[config.mk]
export PLATFORM = sky130hd
export DESIGN_NAME = pcwrl_ctrl
export DESIGN_NICKNAME = d
export VERILOG_FILES = /design/src/sv/pcwrl_pkg.sv /design/src/sv/pcwrl_ctrl.sv
export SDC_FILE = /design/constraint.sdc
export NUM_CORES = 1
export LEC_CHECK = 0
export BUFFER_PORTS_ARGS = -buffer_cell sky130_fd_sc_hd__buf_2
export CAP_MARGIN = 20
export CORE_AREA = 2 2 39 41
export DETAILED_ROUTE_END_ITERATION = 10
export DIE_AREA = 0 0 41 43
export SYNTH_ARGS = -nofsm -noshare
export SYNTH_HDL_FRONTEND = slang
export SYNTH_SLANG_ARGS = --single-unit
[constraint.sdc]
create_clock -name clk -period 1.2 [get_ports clk]
set_input_delay 0.24 -clock clk [delete_from_list [all_inputs] [get_ports clk]]
set_output_delay 0.24 -clock clk [all_outputs]
set_load 0.02 [all_outputs]
[src/sv/pcwrl_pkg.sv]
// shared types, constants and codes for the per-client window rate limiter
// no dependencies; every other file depends on this package
`default_nettype none

package pcwrl_pkg;

	// table geometry
	localparam int TABLE_ENTRIES = 64;
	localparam int IDX_W         = $clog2(TABLE_ENTRIES);

	// field widths
	localparam int KEY_W  = 64;
	localparam int TIME_W = 32;
	localparam int CNT_W  = 16;
	localparam int REM_W  = 20;
	localparam int STAT_W = 2;
	localparam int CFG_W  = 16;

	// apb port geometry
	localparam int ADDR_W = 3;
	localparam int DATA_W = 32;

	// fixed constants of the algorithm
	localparam logic [TIME_W-1:0] PURGE_INTERVAL  = TIME_W'(300);
	localparam logic [REM_W-1:0]  LOOPBACK_FACTOR = REM_W'(10);

	// register indexes
	localparam logic REG_MAX_REQUESTS = 1'b0;
	localparam logic REG_WINDOW_LEN   = 1'b1;

	// register reset values
	localparam logic [CFG_W-1:0] MAX_REQUESTS_RST = CFG_W'(100);
	localparam logic [CFG_W-1:0] WINDOW_LEN_RST   = CFG_W'(60);

	// action codes
	localparam logic ACT_CHECK = 1'b0;
	localparam logic ACT_QUERY = 1'b1;

	// status codes
	localparam logic [STAT_W-1:0] STATUS_OK         = 2'd0;
	localparam logic [STAT_W-1:0] STATUS_LIMITED    = 2'd1;
	localparam logic [STAT_W-1:0] STATUS_TABLE_FULL = 2'd2;

	// configuration seen by the datapath
	typedef struct packed {
		logic [CFG_W-1:0] max_requests;
		logic [CFG_W-1:0] window_len;
	} pcwrl_cfg_t;

	// one input item
	typedef struct packed {
		logic              action;
		logic [KEY_W-1:0]  client_key;
		logic              is_loopback;
		logic [TIME_W-1:0] now_seconds;
	} pcwrl_item_t;

	// controller to datapath commands
	typedef struct packed {
		logic capture;
		logic purge;
		logic match;
		logic eval;
		logic finish;
	} pcwrl_cmd_t;

	// datapath to controller status
	typedef struct packed {
		logic out_free;
	} pcwrl_stat_t;

endpackage

`default_nettype wire

[src/sv/pcwrl_ctrl.sv]
// controller state machine: steps one item through purge, match, read, eval, done
// depends on pcwrl_pkg for the command and status structs
`default_nettype none

module pcwrl_ctrl (
	input  wire logic                  clk,
	input  wire logic                  arst_n,
	input  wire logic                  in_valid,
	output logic                       in_ready,
	input  wire pcwrl_pkg::pcwrl_stat_t stat,
	output pcwrl_pkg::pcwrl_cmd_t      cmd
);
	import pcwrl_pkg::*;

	localparam logic [2:0] ST_IDLE  = 3'd0;
	localparam logic [2:0] ST_PURGE = 3'd1;
	localparam logic [2:0] ST_MATCH = 3'd2;
	localparam logic [2:0] ST_READ  = 3'd3;
	localparam logic [2:0] ST_EVAL  = 3'd4;
	localparam logic [2:0] ST_DONE  = 3'd5;

	logic [2:0] state_q;
	logic [2:0] state_d;

	assign in_ready = (state_q == ST_IDLE);

	// next state
	always_comb begin
		state_d = state_q;
		case (state_q)
			ST_IDLE:  if (in_valid) state_d = ST_PURGE;
			ST_PURGE: state_d = ST_MATCH;
			ST_MATCH: state_d = ST_READ;
			ST_READ:  state_d = ST_EVAL;
			ST_EVAL:  state_d = ST_DONE;
			ST_DONE:  if (stat.out_free) state_d = ST_IDLE;
			default:  state_d = ST_IDLE;
		endcase
	end

	always_ff @(posedge clk or negedge arst_n) begin
		if (!arst_n) begin
			state_q <= ST_IDLE;
		end else begin
			state_q <= state_d;
		end
	end

	// commands decoded from state
	always_comb begin
		cmd.capture = (state_q == ST_IDLE) && in_valid;
		cmd.purge   = (state_q == ST_PURGE);
		cmd.match   = (state_q == ST_MATCH);
		cmd.eval    = (state_q == ST_EVAL);
		cmd.finish  = (state_q == ST_DONE) && stat.out_free;
	end

endmodule

`default_nettype wire

* Word level (Yosys, flattened, before mapping) *
Index checks and enable logic that the tools add are counted.

storage, ports and cells
  output and inout bits = 6
  word-level logic and storage cells = 15
  register bits = 3

cells by class
  reduce and logical (&&, ||, !) cells = 4
  eq/ne operators = 7
  multiplexer cells = 3

operator list
  operator            number
  $pmux 3 s6          1
  $eq 3x2->1 const B  2
  $eq 3x3->1 const B  2
  $mux 3              2
  $ne 2x2->1 const B  2
  $eq 3x1->1 const B  1
  $logic_not 3->1     1
  $logic_and 1x1->1   2
  $reduce_and 2->1    1

* Depth between registers and ports, before layout *
  word-level depth = 3
  gate-level depth with buffers = 3
  depth with buffers taken out = 2

* Worst setup path after synthesis *
Ideal clock, no wire load.

  kind = register to output
  from = reg state_q[2]
  to = out cmd[4] in the netlist's numbering
  stages on the path, launching flop included = 4
  arrival = 1.055 ns
  required time = 0.960 ns
  buffers on the path = 1
  path slack = -0.095 ns
  path through = dfrtp_1 > buf_6 > nor3_4 > and2_1

RTL lines
  item                    RTL line          RTL
  start, declared         pcwrl_ctrl.sv:22  logic [2:0] state_q;
  start signal, assigned  pcwrl_ctrl.sv:45  state_q <= state_d;
  end, declared           pcwrl_ctrl.sv:11  output pcwrl_pkg::pcwrl_cmd_t cmd

==> results.tsv <==
stage	metric	value	unit
sta	post-route-min-period	1360	ps
setup_path	path_max_fanout	3	
setup_path	crit_end	cmd[4]	
setup_path	r2r_slack	100	ps
setup_path	critPathKind	reg -> out	
pwr	power_density	2900	mW/mm^2
floorplanning	pin_count	10	
sta	slew_violations	0	
yosys	synth_cell_types	13	
yosys	synth_area_per_cell	10.4	sq um
setup_path	critPathBufInv	1	
drt	ant_nets	0	
drt	drc	0	
setup_path	cp-end-kind	output pin	
setup_path	crit_arrival	1120	ps
floorplanning	fp.dieW	41	um
yosys	synthTopCellsByArea	dfrtp_1 33%, buf_6 15%, nor3_4 7.1%	
drt	wl	507	um
final_layout	syn2layout_area_growth	75.4	%
drt	wl_met1	190	um
placement	io_buffer_count	9	
setup_path	r2r-end	state_q[0]	
pwr	power_leakage	0.191	nW
grt	grt_overflow	0	
setup_path	path_cells	nor3_4 > and2_4 > buf_6	
pwr	ir_worst_vdd	819	uV
yosys	yosysSeqAreaShare	32.8	%
grt	grt_antenna_before_repair	0	
clocking	cts_tree	yes	
setup_path	cp-start-kind	flip-flop	
clocking	insertion_delay	230	ps
yosys	ys_warn_count	0	
pwr	fin_total_pwr	1.16	mW
yosys	syn_inst	22	
yosys	syn_nets	26	
run	cap_violations	0	
sta	final-hold-violation-count	0	
floorplanning	core_area	0.00138	sq mm
hold_path	min_path_type	in -> reg	
drt	drt_first_iter_violations	1	
grt	grt_pass1_wl	848	um
grt	grt.total_usage	7.24	%
placement	detailedPlacementHpwl	339	um
yosys	synth-seq-cells	3	
final_layout	largest_register_ffs	3	
clocking	ctsHtreeMaxLevel	1	
yosys	post-synth-top-area-fraction	32.8	%
sta	setup_violations	6	
clocking	path_clk_slew	40	ps
sta	slew_headroom	90.2	%
sta	clock.fmax	738	MHz
setup_path	crit_slowest_cell	dfrtp_2	
sta	worst_slew_pin_slew	147	ps
sta	fin_crit_sh	113	%
setup_path	crit_required	960	ps
final_layout	largest_registers	state_q (3)	
setup_path	reg2reg_depth	3	
final_layout	drive_gt1_share	70.0	%
floorplanning	dieArea	0.00176	sq mm
drt	wl_per_cell	9.05	um
drt	met3_length	48	um
floorplanning	start_util	16.5	%
clocking	cts_buffers	3	
floorplanning	fp-row-count	14	
setup_path	worst-path-stages	3	
drt	vias	216	
drt	viasPerCell	3.86	
final_layout	nNetsFinal	45	
floorplanning	die_y	43	um
drt	routed.top_layer	met3	
status	violations	negative setup slack	
setup_path	crit_start	state_q[2]	
yosys	synth_top_area_cell	dfrtp_1	
final_layout	regMostFlops	state_q	
setup_path	cp_top_family	flip-flops	
final_layout	instances_no_fill	56	
yosys	syn-cell-area	229	sq um
setup_path	r2r_start	state_q[1]	
clocking	cts_buffer_depth	2	
clocking	cts_sinks	3	
final_layout	num_antenna_cells	0	
placement	gp_congestion	0.717	
status	status	finished, violations left	
sta	finClkSkew	1.44	ps
sta	rsz0062_at_grt	true	
grt	first_global_vias	237	
drt	wl_met2	268	um
sta	setup_slack	-155	ps
placement	place_inst	48	
clocking	cts-root-buf	clkbuf_4	
drt	drtPass1Iterations	4	
grt	grt_start_max_net_pins	7	
setup_path	critPathMaxStageDelay	430	ps
metrics by stage:
stage	setup slack [ps]	hold WS [ps]	cell area, sq um	util, %	setup TNS (ps)
after global placement	38.7	35.0	297	21.4	0
final	-155	317	402	29.0	-754
after CTS	-179	313	363	26.2	-950
after global routing	-211	342	402	29.0	-1080
after detailed placement	37.3	36.9	297	21.4	0
after floorplan	-68.3	-55.6	235	-	-68.3
layout by cell type, fill, tap and decap left out, types with 2 or more instances in the layout:
| master | count |
|---|---|
| buf_2 | 3 |
| nor2_1 | 2 |
| buf_4 | 8 |
| nand2_1 | 3 |
| clkbuf_4 | 3 |
| dfrtp_2 | 3 |
| buf_6 | 5 |
| nor3b_2 | 2 |
what timing repair did:
action                     in CTS  in global routing
buffers inserted                2                  1
setup endpoints to repair       6                  6
hold buffers                    1                  0
pin swaps                       2                  3
resized for setup               7                 10
hold endpoints to repair        3                  0
cell usage after synthesis:
| cell | number |
|---|---|
| nor3_4 | 1 |
| o22ai_1 | 1 |
| nor3b_2 | 1 |
| nor3b_1 | 1 |
| nand2b_4 | 1 |
| nand2_1 | 3 |
| xnor2_1 | 1 |
| o211a_1 | 1 |
| and2_1 | 2 |
| buf_6 | 3 |
| dfrtp_1 | 3 |
| o21ba_1 | 1 |
| nor2_1 | 3 |
kinds of logic after synthesis:
kind of cell / Yosys count / share of synthesized area, %
AOI/OAI and AO/OA: 3 / 11.5
xor gates and xnor gates: 1 / 3.83
buffers and inverters: 3 / 14.8
DFF: 3 / 32.8
and+or+nand+nor: 12 / 37.2
worst register-to-register path: cells and delay by family (launching register included):
kind,cells,cell delay (ps)
flip-flops,1,440
AO/OA/AOI/OAI,2,380
buffers and inverters,1,170
power breakdown:
group | switching [mW] | internal (mW)
sequential | 0.0876 | 0.159
clock | 0.0526 | 0.125
combinational | 0.308 | 0.433
area by class of cell:
cell class	count	area, sq um
Multi-Input combinational cell	16	135
Sequential cell	3	78.8
Clock buffer	4	26.3
Timing Repair Buffer	17	141
Tap cell	16	20.0
Fill cell	161	982
routing by layer:
layer  track usage [%]  vias to the layer above
met5                 0                        -
met4              6.00                        0
met3              1.57                        0
met2              10.9                       11
met1              8.09                       98
li1                  -                      107
how the worst min path moves through the flow:
stage / startpoint / end / cells past startpoint
after CTS: stat / state_q[0] / 3
after floorplan: arst_n / state_q[0] / 0
after detailed placement: arst_n / state_q[1] / 1
after global placement: arst_n / state_q[0] / 1
final: stat / state_q[0] / 3
after global routing: stat / state_q[2] / 3
Power figures use the tool's default switching activity.
