$ cat src/sv/pcwrl_pkg.sv
// shared types, constants and codes for the per-client window rate limiter
// no dependencies; every other file depends on this package
`default_nettype none

package pcwrl_pkg;

	// table geometry
	localparam int TABLE_ENTRIES = 64;
	localparam int IDX_W         = $clog2(TABLE_ENTRIES);

	// field widths
	localparam int KEY_W  = 64;
	localparam int TIME_W = 32;
	localparam int CNT_W  = 16;
	localparam int REM_W  = 20;
	localparam int STAT_W = 2;
	localparam int CFG_W  = 16;

	// apb port geometry
	localparam int ADDR_W = 3;
	localparam int DATA_W = 32;

	// fixed constants of the algorithm
	localparam logic [TIME_W-1:0] PURGE_INTERVAL  = TIME_W'(300);
	localparam logic [REM_W-1:0]  LOOPBACK_FACTOR = REM_W'(10);

	// register indexes
	localparam logic REG_MAX_REQUESTS = 1'b0;
	localparam logic REG_WINDOW_LEN   = 1'b1;

	// register reset values
	localparam logic [CFG_W-1:0] MAX_REQUESTS_RST = CFG_W'(100);
	localparam logic [CFG_W-1:0] WINDOW_LEN_RST   = CFG_W'(60);

	// action codes
	localparam logic ACT_CHECK = 1'b0;
	localparam logic ACT_QUERY = 1'b1;

	// status codes
	localparam logic [STAT_W-1:0] STATUS_OK         = 2'd0;
	localparam logic [STAT_W-1:0] STATUS_LIMITED    = 2'd1;
	localparam logic [STAT_W-1:0] STATUS_TABLE_FULL = 2'd2;

	// configuration seen by the datapath
	typedef struct packed {
		logic [CFG_W-1:0] max_requests;
		logic [CFG_W-1:0] window_len;
	} pcwrl_cfg_t;

	// one input item
	typedef struct packed {
		logic              action;
		logic [KEY_W-1:0]  client_key;
		logic              is_loopback;
		logic [TIME_W-1:0] now_seconds;
	} pcwrl_item_t;

	// controller to datapath commands
	typedef struct packed {
		logic capture;
		logic purge;
		logic match;
		logic eval;
		logic finish;
	} pcwrl_cmd_t;

	// datapath to controller status
	typedef struct packed {
		logic out_free;
	} pcwrl_stat_t;

endpackage

`default_nettype wire

$ cat src/sv/pcwrl_regs.sv
// apb configuration registers: max_requests and window length
// depends on pcwrl_pkg
`default_nettype none

module pcwrl_regs (
	input  wire logic                         clk,
	input  wire logic                         arst_n,
	input  wire logic                         psel,
	input  wire logic                         penable,
	input  wire logic                         pwrite,
	input  wire logic [pcwrl_pkg::ADDR_W-1:0] paddr,
	input  wire logic [pcwrl_pkg::DATA_W-1:0] pwdata,
	output logic      [pcwrl_pkg::DATA_W-1:0] prdata,
	output logic                              pready,
	output pcwrl_pkg::pcwrl_cfg_t             cfg
);
	import pcwrl_pkg::*;

	logic             wr_en;
	logic             reg_sel;
	logic [CFG_W-1:0] max_requests_q;
	logic [CFG_W-1:0] window_len_q;

	// register index is the word address
	assign reg_sel = paddr[2];
	assign pready  = 1'b1;
	assign wr_en   = psel && penable && pwrite;

	// register writes
	always_ff @(posedge clk or negedge arst_n) begin
		if (!arst_n) begin
			max_requests_q <= MAX_REQUESTS_RST;
			window_len_q   <= WINDOW_LEN_RST;
		end else if (wr_en) begin
			case (reg_sel)
				REG_MAX_REQUESTS: max_requests_q <= pwdata[CFG_W-1:0];
				REG_WINDOW_LEN:   window_len_q   <= pwdata[CFG_W-1:0];
				default: ;
			endcase
		end
	end

	// read mux
	always_comb begin
		case (reg_sel)
			REG_MAX_REQUESTS: prdata = DATA_W'(max_requests_q);
			REG_WINDOW_LEN:   prdata = DATA_W'(window_len_q);
			default:          prdata = '0;
		endcase
	end

	assign cfg.max_requests = max_requests_q;
	assign cfg.window_len   = window_len_q;

endmodule

`default_nettype wire

$ cat config.mk
export PLATFORM = sky130hd
export DESIGN_NAME = pcwrl_regs
export DESIGN_NICKNAME = d
export VERILOG_FILES = /design/src/sv/pcwrl_pkg.sv /design/src/sv/pcwrl_regs.sv
export SDC_FILE = /design/constraint.sdc
export NUM_CORES = 1
export LEC_CHECK = 0
export BUFFER_PORTS_ARGS = -buffer_cell sky130_fd_sc_hd__buf_2
export CORE_ASPECT_RATIO = 2
export CORE_MARGIN = 5
export CORE_UTILIZATION = 42
export DETAILED_ROUTE_END_ITERATION = 6
export GPL_TIMING_DRIVEN = 0
export PLACE_DENSITY = 0.8
export SLEW_MARGIN = 10
export SYNTH_ARGS = -nofsm -noshare
export SYNTH_HDL_FRONTEND = slang
export SYNTH_SLANG_ARGS = --single-unit
$ cat constraint.sdc
create_clock -name clk -period 1 [get_ports clk]
set_input_delay 0.05 -clock clk [delete_from_list [all_inputs] [get_ports clk]]
set_output_delay 0.05 -clock clk [all_outputs]
set_load 0.01 [all_outputs]
# Yosys cells after proc, flatten, opt, wreduce, memory -nomap -nowiden
# Index checks and enable logic that the tools add are counted.
# Widths: inputs -> output; s select.
[totals]
reg_bits = 32
latch_bits = 0
mem_bits_rw = 0
romBits = 0
inputBits = 40
output_inout_bits = 65
elab_cells = 8
n_memories = 0
[op_classes]
add_sub_neg = 0
mul = 0
n_div = 0
n_lt_le_gt_ge = 0
n_eq_ne = 0
shift = 0
n_mux = 1
bitwise = 1
n_reduce_logical = 4
[ops]
columns = ["operator", "count"]
rows = [
  ["$pmux 32 s2", 1],
  ["$reduce_and 2->1", 2],
  ["$logic_and 1x1->1", 2],
  ["$not 1->1", 1],
]

# Depth between registers and ports, before layout
# Gate-level depths: netlist of run 1.
[depth]
word_depth = 3
ltp_mapped = 4
mapped_depth_nobuf = 2

# Worst setup path before layout of run 1
# No wires, ideal clock.
[synth_timing]
path_type = "input-to-reg"
from = "in paddr[2] in the netlist's numbering"
to = "reg max_requests_q[0]"
t_arrival_ns = 0.858
required_ns = 0.875
setup_slack_ns = 0.017
stages = 4
path_buffers = 2
path_cell_list = "buf_6 -> nand4b_4 -> buf_6 -> mux2_4"
[synth_between]
elab_chain_cells = 2
[synth_lines]
columns = ["item", "line_no", "source"]
rows = [
  ["start: declaration", "pcwrl_regs.sv:11", "input wire logic [pcwrl_pkg::ADDR_W-1:0] paddr,"],
  ["$not 1->1 (no line)", "n/a", ""],
  ["$reduce_and 2->1 (no line)", "n/a", ""],
  ["end signal: assignment", "pcwrl_regs.sv:36", "REG_MAX_REQUESTS: max_requests_q <= pwdata[CFG_W-1:0];"],
  ["end: declaration", "pcwrl_regs.sv:21", "logic [CFG_W-1:0] max_requests_q;"],
]
# No other way between the ends.
# A chain may end at the register's enable or synchronous reset.

# Worst setup path in the final report of run 1
[layout_timing]
from = "reg max_requests_q[1]"
to = "out prdata[1] in the netlist's numbering"
[layout_between]
elab_chain_cells = 1
[layout_lines]
columns = ["item", "line_no", "source"]
rows = [
  ["$pmux 32 s2", "pcwrl_regs.sv:45", "case (reg_sel)"],
  ["end: declaration", "pcwrl_regs.sv:13", "output logic [pcwrl_pkg::DATA_W-1:0] prdata,"],
]
# No other way between the ends. The select of a mux whose other input is x is not followed.

==> results_dict.tcl, run 1 <==
set metrics [dict create \
    dr.first_iter.drc_count 5 \
    core_um2 3650 \
    switchingPower_mw 1.49 \
    viasPerCell 4.47 \
    syn_inst 105 \
    crit_arrival_ps 1100 \
    grt_pass1_wl_um 6410 \
    start_kind "flip-flop" \
    port-buffer-count 68 \
    violations "setup timing" \
    finalCritPeriodShare_pct 115 \
    setup_tns_ps -1960 \
    p_clk_share_pct 22.4 \
    vdd_drop_max_mv 1.65 \
    min_path_type "in2reg" \
    ys_seq_area_share_pct 50.4 \
    startpoint "max_requests_q[1]$_DFFE_PN0P_" \
    maxClockFrequency_mhz 873 \
    avgSynthCellArea_um2 15.3 \
    outcome "complete, but fails checks" \
    min_from "pwdata[7]" \
    yosys_warnings 0 \
    worstMarginPinSlew_ps 707 \
    grt_pass1_vias 1332 \
    power_density_nw_per_um2 2030 \
    placed_cell_area_um2 2060 \
    overflow 0 \
    rsz0062_at_grt "true" \
    cp-end-kind "primary output" \
    row_count 31 \
    antenna_found_initial 0 \
    path_clk_slew_ps 70 \
    placedCellCount 237 \
    drive_gt1_share_pct 79.7 \
    rr_startpoint "max_requests_q[1]$_DFFE_PN0P_" \
    fin_nets 256 \
    numCtsBuffers 5 \
    critical_path_class "reg2out" \
    netlist_area_um2 1610 \
    p_leak_nw 1.38 \
    root_buffer "clkbuf_8" \
    area_growth_pct 64.2 \
    finalSetupViolCount 17 \
    clock_latency_ps 270 \
    htree_levels 2 \
    start_util_pct 44.1 \
    cp_max_fo 2 \
    place.gp.congestion 0.719 \
    max_slew_margin_pct 52.9 \
    cts_buffer_depth 2 \
    ioPinCount 105 \
    final_area_um2 2640 \
    hpwlAfterDp_um 2710 \
    cap_violations 0 \
    fin_cells 266 \
    antenna_cells 0 \
    routed_wl_um 4190 \
    mostFrequentLayoutCells "buf_6, buf_2, mux2_2" \
    power.share.switching_pct 27.9 \
    min_period_ps 1150 \
    grtUsageTotal_pct 16.5 \
    ys_seq_elements 32 \
    fp.dieH_um 97.5 \
    dr.pass1.iters 4 \
    clock-sinks 32 \
    drc_errors 0 \
    post-route-worst-setup-slack_ps -146 \
    die_area_um2 5240 \
    p_seq_share_pct 34.5 \
    drt.antenna.violating_nets 0 \
    comb_power_share_pct 43.1 \
    dieWidth_um 53.7 \
    final_common_cell "buf_6" \
    crit_required_ps 950 \
    drv_slew 0 \
    final_hold_viol_count 0 \
    pre_cts_ws_ps -125 \
    clock-skew-final_ps 0 \
    cts_tree "built" \
    synthDistinctLibCells 10 \
    intPower_mw 3.85 \
    post_drt_wl_per_cell_um 15.7 \
    grt_max_degree 33 \
    vias 1190 \
]
## through the flow
stage / utilization (%) / hold WS (ps) / power (mW)
floorplan: - / -246 / 2.64
global placement: 56.6 / 129 / 3.22
detailed placement: 56.6 / 138 / 3.25
CTS: 67.3 / 4.86 / 4.98
global route: 72.3 / 6.79 / 5.65
finish: 72.3 / 13.5 / 5.34
## worst paths after layout
check | cells after the start | slack (ps) | to
worst max register to register | 2 | 90 | max_requests_q[1]$_DFFE_PN0P_
max in group asynchronous | 2 | 170 | window_len_q[11]$_DFFE_PN0P_
worst min-delay path | 2 | 10 | max_requests_q[7]$_DFFE_PN0P_
worst min register to register | 1 | 520 | window_len_q[11]$_DFFE_PN0P_
min in group asynchronous | 2 | 380 | window_len_q[15]$_DFFE_PN0P_
worst max-delay path | 2 | -150 | prdata[1]
## registers in the layout, summed over array words and instances, names as in the netlist
register        count
max_requests_q     16
window_len_q       16
## critical path, stage by stage (launching register included)
cell and delay (ps):
dfrtp_1 410, mux2_4 280, buf_6 120
## layer usage
metal / track usage, % / wire (µm)
met3: 4.45 / 292
met4: 5.91 / 81
met2: 29.8 / 2410
met5: 0 / 0
met1: 16.8 / 1400
## cell type report
type	instances	area, µm²
clock inverter	2	35.0
clock buffer	6	72.6
fill	271	1010
multi-input combinational	67	721
timing repair buffer	89	772
sequential	32	810
tap	49	61.3
buffer	21	166
## cells in the mapped netlist
library cell | instances | area [µm²]
mux2_2 | 38 | 428
buf_6 | 3 | 33.8
nand4_4 | 1 | 21.3
buf_4 | 17 | 128
dfstp_2 | 7 | 184
nand4b_4 | 1 | 23.8
conb_1 | 2 | 7.51
buf_2 | 1 | 5.00
dfrtp_1 | 25 | 626
mux2_4 | 10 | 150
## what timing repair did
item,CTS,global route
resized for setup,22,35
setup buffers,19,2
hold endpoints to repair,25,0
setup endpoints to repair,20,38
hold buffers,1,0
## power groups by stage
stage | registers [mW] | clock network [mW] | logic (mW)
2_1_floorplan | 1.97 | 0 | 0.674
3_3_place_gp | 1.85 | 0 | 1.37
3_5_place_dp | 1.86 | 0 | 1.40
4_1_cts | 1.80 | 1.22 | 1.96
5_1_grt | 1.89 | 1.30 | 2.46
6_report | 1.84 | 1.20 | 2.31
## cells by family after synthesis
family / count (synthesis) / share of synthesized area, %
buffers and inverters: 21 / 10.4
other: 2 / 0.467
and+or+nand+nor: 2 / 2.80
DFF: 32 / 50.4
muxes: 48 / 36.0
No activity file was read; power rests on OpenSTA's default activity.
==> run 2: changes to the inputs <==
- CELL_PAD_IN_SITES_DETAIL_PLACEMENT: not set -> 0
- CELL_PAD_IN_SITES_GLOBAL_PLACEMENT: not set -> 2
- CORE_UTILIZATION: 42 -> 25
- PLACE_DENSITY: 0.8 -> not set
- PLACE_DENSITY_LB_ADDON: not set -> 0.1
==> results_dict.tcl, run 2 (synthesized netlist as in run 1, its figures left out) <==
set metrics [dict create \
    mostFrequentLayoutCells "buf_2, buf_4, buf_6" \
    path_clk_slew_ps 50 \
    row_count 41 \
    start_util_pct 25.5 \
    violations "setup timing" \
    cap_violations 0 \
    p_leak_nw 1.36 \
    numCtsBuffers 5 \
    cp-end-kind "primary output" \
    grt_max_degree 33 \
    die_area_um2 8230 \
    drt.antenna.violating_nets 0 \
    root_buffer "clkbuf_16" \
    overflow 0 \
    crit_arrival_ps 1070 \
    r2r-end "window_len_q[14]$_DFFE_PN0P_" \
    clock-sinks 32 \
    final_common_cell "buf_2" \
    place.gp.congestion 0.634 \
    min_path_type "in2reg" \
    finalSetupViolCount 16 \
    routed_wl_um 4250 \
    dieWidth_um 66.7 \
    min_from "pwdata[6]" \
    antenna_cells 0 \
    holdWs_ps 22.7 \
    rrSetupSlack_ps 110 \
    p_total_mw 5.37 \
    cp_max_fo 3 \
    drv_slew 0 \
    largestRegisters "max_requests_q (16), window_len_q (16)" \
    port-buffer-count 68 \
    vdd_drop_max_mv 1.02 \
    core_um2 6310 \
    fin_nets 254 \
    htree_levels 2 \
    rr_startpoint "window_len_q[14]$_DFFE_PN0P_" \
    cts_tree "built" \
    clock-skew-final_ps 0 \
    start_kind "flip-flop" \
    vias 1181 \
    drive_gt1_share_pct 79.1 \
    dr.first_iter.drc_count 18 \
    clock_latency_ps 270 \
    power_density_nw_per_um2 2050 \
    antenna_found_initial 0 \
    drc_errors 0 \
    grtUsageTotal_pct 10.8 \
    viasPerCell 3.92 \
    critical_path_class "reg2out" \
    grt_pass1_wl_um 6640 \
    dr.pass1.iters 2 \
    hpwlAfterDp_um 3080 \
    area_growth_pct 62.6 \
    cts_buffer_depth 2 \
    outcome "complete, but fails checks" \
    hold_depth 2 \
    post-route-worst-setup-slack_ps -117 \
    ioPinCount 105 \
    grt_pass1_vias 1311 \
    final_hold_viol_count 0 \
    min_period_ps 1120 \
    r2r_cells 2 \
    finalCritPeriodShare_pct 112 \
    post_drt_wl_per_cell_um 14.1 \
    fp.dieH_um 123 \
    crit_required_ps 950 \
    min_to "max_requests_q[6]$_DFFE_PN1P_" \
    maxClockFrequency_mhz 895 \
    rsz0062_at_grt "true" \
]
[run 2: changes by cell type in the layout (fill, tap and decap cells not counted), sizes merged]
| cell | previous run | this run |
|---|---|---|
| clkbuf | 6 | 9 |
| buf | 109 | 106 |
| bufinv | 1 | 0 |
| clkinv | 1 | 0 |
[run 2: final cells by class]
cell class | count | area (µm²)
Multi-Input combinational cell | 67 | 736
Fill cell | 628 | 3700
Tap cell | 86 | 108
Timing Repair Buffer | 87 | 644
Clock buffer | 8 | 146
Sequential cell | 32 | 810
Buffer | 21 | 169
[run 2: worst max path at each step]
stage	to	cells after the start	from
final	prdata[6]	2	max_requests_q[6]$_DFFE_PN1P_
after global routing	prdata[15]	2	max_requests_q[15]$_DFFE_PN0P_
after CTS	prdata[15]	2	max_requests_q[15]$_DFFE_PN0P_
after detailed placement	max_requests_q[4]$_DFFE_PN0P_	4	paddr[2]
after global placement	max_requests_q[4]$_DFFE_PN0P_	4	paddr[2]
after floorplan	max_requests_q[0]$_DFFE_PN0P_	4	paddr[2]
[run 2: per-stage QoR]
stage | setup slack [ps] | instance area (µm²) | cells | util (%) | setup TNS (ps)
4_1_cts | -115 | 2530 | 300 | 40.1 | -1630
6_report | -117 | 2610 | 301 | 41.4 | -1520
3_5_place_dp | -120 | 2110 | 274 | 33.5 | -2100
2_1_floorplan | 16.6 | 1660 | 120 | - | 0
5_1_grt | -143 | 2610 | 301 | 41.4 | -2040
3_3_place_gp | -115 | 2110 | 274 | 33.5 | -2030
[run 2: critical path, stage by stage, from the launching register on]
cell,delay (ps)
dfstp_2,550
mux2_4,150
buf_6,90
[run 2: where the power goes]
part           switching (mW)  internal, mW
combinational           0.760          1.31
clock                   0.489         0.990
sequential              0.191          1.63
[run 2: metal layers]
metal | vias to the layer above | wire [µm] | part of all wire [%] | track usage, %
met3 | 5 | 248 | 5.8 | 2.73
met1 | 580 | 1450 | 34 | 11.1
li1 | 550 | - | - | -
met2 | 46 | 2480 | 58 | 20.2
met4 | 0 | 70 | 1.6 | 4.20
met5 | - | 0 | 0 | 0
[run 2: timing repair]
item,CTS,global route
setup endpoints to repair,17,49
gates resized for setup,27,14
hold endpoints to repair,25,0
setup buffers,17,1
hold buffers,1,0
